## src/rtl/tspcc_pkg.sv

```systemverilog
// ----------------------------------------------------------------------------
// tspcc_pkg
// Shared types and constants for the transport stream continuity checker.
// ----------------------------------------------------------------------------
package tspcc_pkg;

   // field widths fixed by the packet header layout
   localparam int PID_W   = 13;
   localparam int BYTE_W  = 8;
   localparam int CC_W    = 4;
   localparam int SCR_W   = 2;
   localparam int EVENT_W = 2;

   localparam logic [PID_W-1:0]  NULL_PID   = 13'h1FFF;
   localparam logic [BYTE_W-1:0] MAX_AF_LEN = 8'd183;
   // pcr needs six bytes after the flags byte
   localparam logic [BYTE_W-1:0] MIN_PCR_AF_LEN = 8'd7;

   // bit positions in the adaptation flags byte
   localparam int FLAG_DISC_BIT = 7;
   localparam int FLAG_PCR_BIT  = 4;

   // continuity event codes
   typedef enum logic [EVENT_W-1:0] {
      EV_NONE   = 2'd0,
      EV_DUP    = 2'd1,
      EV_CC_ERR = 2'd2,
      EV_DISC   = 2'd3
   } event_type;

   // per-pid table entry, init flag in bit 0
   typedef struct packed {
      logic [CC_W-1:0] expct;
      logic            dup;
      logic            init;
   } entry_type;

   localparam int ENTRY_W = $bits(entry_type);

   // classification of one packet plus the table write it causes
   typedef struct packed {
      event_type ev;
      logic      malformed;
      logic      null_pkt;
      logic      payload;
      logic      wr_en;
      entry_type next;
   } class_type;

endpackage

```

## src/rtl/tspcc_classify.sv

```systemverilog
// ----------------------------------------------------------------------------
// tspcc_classify
// Decodes one packet header against its table entry and gives the event,
// the status flags and the updated entry.
// ----------------------------------------------------------------------------
module tspcc_classify
   import tspcc_pkg::*;
(
   input  logic [PID_W-1:0]  pid,
   input  logic [BYTE_W-1:0] header_byte_3,
   input  logic [BYTE_W-1:0] af_length,
   input  logic [BYTE_W-1:0] af_flags,
   input  entry_type         prev,
   output class_type         cls
);

   logic [1:0]      afc;
   logic [CC_W-1:0] cc;
   logic            has_af;
   logic            with_payload;
   logic            is_null;
   logic            disc;
   logic            bad_len;
   entry_type       fresh;

   // header decode
   assign afc          = header_byte_3[5:4];
   assign cc           = header_byte_3[CC_W-1:0];
   assign has_af       = afc[1];
   assign with_payload = afc[0];
   assign is_null      = (pid == NULL_PID);

   // entry after an in-order or resync packet
   always_comb begin
      fresh       = '0;
      fresh.expct = cc + CC_W'(1);
      fresh.dup   = 1'b1;
      fresh.init  = 1'b1;
   end

   // adaptation field checks
   always_comb begin
      disc    = 1'b0;
      bad_len = 1'b0;
      if (!is_null && has_af) begin
         if (af_length > MAX_AF_LEN) begin
            bad_len = 1'b1;
         end else if (af_length != '0) begin
            disc = af_flags[FLAG_DISC_BIT];
            if (af_flags[FLAG_PCR_BIT] && (af_length < MIN_PCR_AF_LEN)) begin
               bad_len = 1'b1;
            end
         end
      end
   end

   // continuity classification and entry update
   always_comb begin
      cls           = '0;
      cls.ev        = EV_NONE;
      cls.malformed = bad_len;
      cls.null_pkt  = is_null;
      cls.payload   = with_payload;
      cls.wr_en     = !is_null;
      cls.next      = prev;
      if (is_null) begin
         // null pid is never tracked
         cls.next = prev;
      end else if (disc) begin
         cls.next = '0;
         cls.ev   = EV_DISC;
      end else if (!with_payload) begin
         // adaptation-only or reserved control keeps the entry
         cls.next = prev;
      end else if (!prev.init) begin
         cls.next = fresh;
      end else if (cc == prev.expct) begin
         cls.next = fresh;
      end else if ((cc == (prev.expct - CC_W'(1))) && prev.dup) begin
         cls.next     = prev;
         cls.next.dup = 1'b0;
         cls.ev       = EV_DUP;
      end else begin
         cls.next = fresh;
         cls.ev   = EV_CC_ERR;
      end
   end

endmodule
```

## config.mk

```make
export PLATFORM = sky130hd
export DESIGN_NAME = tspcc_classify
export DESIGN_NICKNAME = d
export VERILOG_FILES = /design/src/rtl/tspcc_pkg.sv /design/src/rtl/tspcc_classify.sv
export SDC_FILE = /design/constraint.sdc
export NUM_CORES = 1
export LEC_CHECK = 0
export BUFFER_PORTS_ARGS = -buffer_cell sky130_fd_sc_hd__buf_2
export CAP_MARGIN = 20
export CORE_MARGIN = 2
export CORE_UTILIZATION = 33
export DETAILED_ROUTE_END_ITERATION = 10
export GPL_ROUTABILITY_DRIVEN = 0
export PLACE_DENSITY_LB_ADDON = 0.05
export SLEW_MARGIN = 40
export SYNTH_ARGS = -nofsm -noshare
export SYNTH_HDL_FRONTEND = slang
export SYNTH_SLANG_ARGS = --single-unit
```

## constraint.sdc

```tcl
create_clock -name vclk -period 1.45
set_input_delay 0.145 -clock vclk [all_inputs]
set_output_delay 0.145 -clock vclk [all_outputs]
set_load 0.02 [all_outputs]
```

---- After elaboration in Yosys (flattened, before gate mapping) ----
Index checks and enable logic that the tools add are counted.
storage, ports and cells
  output and inout port bits .............. 12
  word-level logic and storage cells ...... 31
  input port bits ......................... 43
  bits in registers ....................... 0
operators by class
  mux-type cells .......................... 19
  order comparisons ....................... 2
  eq/ne operators ......................... 3
  $add $sub $neg .......................... 2
  reductions and logical operators ........ 5
operator list
  operator                count
  $mux W6                 6
  $eq A13 B13 Y1 const B  1
  $mux W2                 6
  $eq A4 B4 Y1            2
  $gt A8 B8 Y1 const B    1
  $lt A8 B3 Y1 const B    1
  $reduce_bool A8 Y1      1
  $mux W1                 7
  $add A4 B1 Y4 const B   1
  $sub A4 B1 Y4 const B   1
  $logic_and A1 B1 Y1     3
  $logic_not A1 Y1        1

---- Logic depth before layout (Yosys ltp) ----
  word-level depth ........................ 9
  mapped depth ............................ 6
  gate-level depth less buffers ........... 6

---- Least setup slack after synthesis ----
Ideal clock, no wire load.
  kind .................................... input port to output port
  start ................................... input port prev[2] (netlist bit)
  end ..................................... output port cls[2] (netlist bit)
  required time ........................... 1.305 ns
  path buffers ............................ 0
  setup slack ............................. -0.408 ns
  cell stages on the path ................. 6
  arrival ................................. 1.713 ns
  cell sequence ........................... inv_1 ha_1 xor2_1 and3_1 a41oi_1 mux2i_1
RTL lines
  item                RTL line              text
  start: declaration  tspcc_classify.sv:13  input entry_type prev,
  end: declaration    tspcc_classify.sv:14  output class_type cls

==> impl_metrics.ini <==
[run_status]
status = finished with violations
failed_checks = setup timing

[sta]
worst_slack_ns = -0.276
slew_headroom_pct = 56.0
tns_ns = -2.00
slew_viol_final = 0
tightest_slew_ns = 0.658
setup_viol = 9
rsz0062_at_grt = yes
max_freq_mhz = 579
post-route-min-period_ns = 1.73
period_share_pct = 119
hold_viol = 0

[critical_path]
cp.arrival_ns = 1.58
critPathMaxFanout = 8
path_class = in2out
required_ns = 1.31
startpoint_type = primary input
endpoint_kind = output port

[global_route]
grt_overflow = 0
top_usage_layer = met2
grt_pass1_wl_microns = 2830
grtUsageMet2_pct = 41.8
grt_max_degree = 11
first_global_vias = 693
antenna_found_initial = 0
gr-usage-met3_pct = 1.29
grt.met1_usage_pct = 19.8
grt.total_usage_pct = 19.2

[final_layout]
stdcell_count = 135
seq_cell_count = 0
syn_to_final_growth_pct = 117
drive_above_1_share_pct = 70.0
nNetsFinal = 167
antenna-diode-count = 0
n_fill_cell = 98
clock_buffers = 0
design_area_sq_um = 1070
final-seq-area_sq_um = 0

[flow_run]
cap_violations = 0

[synth]
yosysWarnings = 0
yosysTopAreaCell = o31ai_1
yosysSeqAreaShare_pct = 0
syn_area_sq_um = 492
synth_nets = 106
synth_cell_types = 32
synthTopCellsByArea = o31ai_1, xor2_1, mux2i_1, o41ai_4, xnor2_1
yosysTopAreaCellShare_pct = 12.2
postSynthCellCount = 61
avgSynthCellArea_sq_um = 8.06

[min_path]
hold_class = in2out
whs_endpoint = cls[7]
hp-start = header_byte_3[4]
hold_depth = 2

[place]
placed_area_sq_um = 948
dp_cells = 134
portBuffers = 47
dp_hpwl_microns = 1430

[die]
die_h_microns = 42.6
io_pins = 55
core.rowCount = 13
start_util_pct = 36.4
die_area_sq_um = 1810
die_x_microns = 42.6
core_area_sq_um = 1350

[pwr]
ir_drop_mv = 0.187
p_leak_nw = 0.521
power_per_cell_area_nw_per_um2 = 358

[detailed_routing]
dr.pass1.iters = 4
wl_per_cell_microns = 12.6
drt_iter0_drc = 7
ant_nets = 0
via_count = 700
wirelength_microns = 1710
drc_errors = 0
via_per_inst = 5.19
-- what timing repair did --
item / 4_1_cts / 5_1_grt
buffers inserted: 0 / 1
endpoints found under the setup margin: 9 / 9
hold buffers: 0 / 0
pin swaps: 7 / 6
gates resized for setup: 26 / 3
-- Yosys cell counts --
cell type  instances
a21oi_1            1
or3_1              1
o41ai_1            1
and4bb_2           1
nand4_1            3
or4_1              1
o41ai_4            1
o211a_1            1
and3_1             2
or4_4              1
a41oi_1            1
nor2_1             1
o31ai_4            1
buf_4              3
a21boi_2           1
clkbuf_1           1
or3_2              1
a31oi_1            1
ha_1               2
o41ai_2            1
mux2i_1            4
nand2_1            1
nand3_1            3
nor4_1             1
nor3_1             1
inv_1              5
xor2_1             6
xnor2_1            3
nor2b_1            1
o31ai_1            8
o21ai_0            1
nand2b_1           1
-- per-layer routing --
| metal | wire (microns) | part of all wire [%] | vias to the layer above |
|---|---|---|---|
| met2 | 999 | 59 | 29 |
| met1 | 625 | 37 | 309 |
| met5 | 0 | 0 | - |
| li1 | - | - | 362 |
| met4 | 0 | 0 | 0 |
| met3 | 81 | 4.7 | 0 |
-- where the power goes --
part / total, mW / switching (mW) / internal [mW]
clock: 0 / 0 / 0
combinational: 0.382 / 0.180 / 0.202
sequential: 0 / 0 / 0
-- cell families after synthesis --
group / synth area share (%)
compound gates: 36.6
xor+xnor: 16.0
fa+ha+maj: 5.09
buf+inv: 9.16
mux: 8.14
simple gates: 24.9
-- worst max-delay path by stage --
stage	cells past startpoint	slack, ns	endpoint	start
after floorplan	4	-0.20	cls[10]	af_length[6]
after detailed placement	7	-0.39	cls[5]	af_length[6]
after CTS	9	-0.29	cls[11]	prev[2]
final	7	-0.28	cls[5]	af_length[6]
after global routing	7	-0.31	cls[5]	af_length[6]
after global placement	7	-0.36	cls[2]	af_length[6]
-- worst max-delay path, cell delays in order --
cell and delay, ns:
buf_6 0.09, or4_4 0.54, o31ai_4 0.21, buf_6 0.16
o31ai_1 0.09, mux2i_4 0.19, buf_6 0.14
-- cell type report --
cell class | count | area, sq um | area share [%]
multi-input cells | 52 | 588 | 55.0
repair buffers | 63 | 438 | 41.0
inverters | 5 | 23.8 | 2.22
well taps | 15 | 18.8 | 1.76
-- stage by stage --
stage / hold slack, ns / utilization (%) / worst slack, ns / power (mW)
2_1_floorplan: 0.403 / - / -0.201 / 0.188
3_3_place_gp: 0.562 / 70.3 / -0.363 / 0.317
3_5_place_dp: 0.562 / 70.3 / -0.395 / 0.327
4_1_cts: 0.562 / 77.1 / -0.289 / 0.370
5_1_grt: 0.570 / 79.1 / -0.313 / 0.409
6_report: 0.558 / 79.1 / -0.276 / 0.382
-- cells in the final DEF (no fill, tap or decap), drive strengths merged, types with 3 or more instances in the layout --
cell type  instances
xnor2              3
nand4              3
nand3              3
o41ai              3
xor2               6
o31ai              9
buf               63
inv                5
mux2i              4
Note: power is estimated with default switching activity, not from simulation.
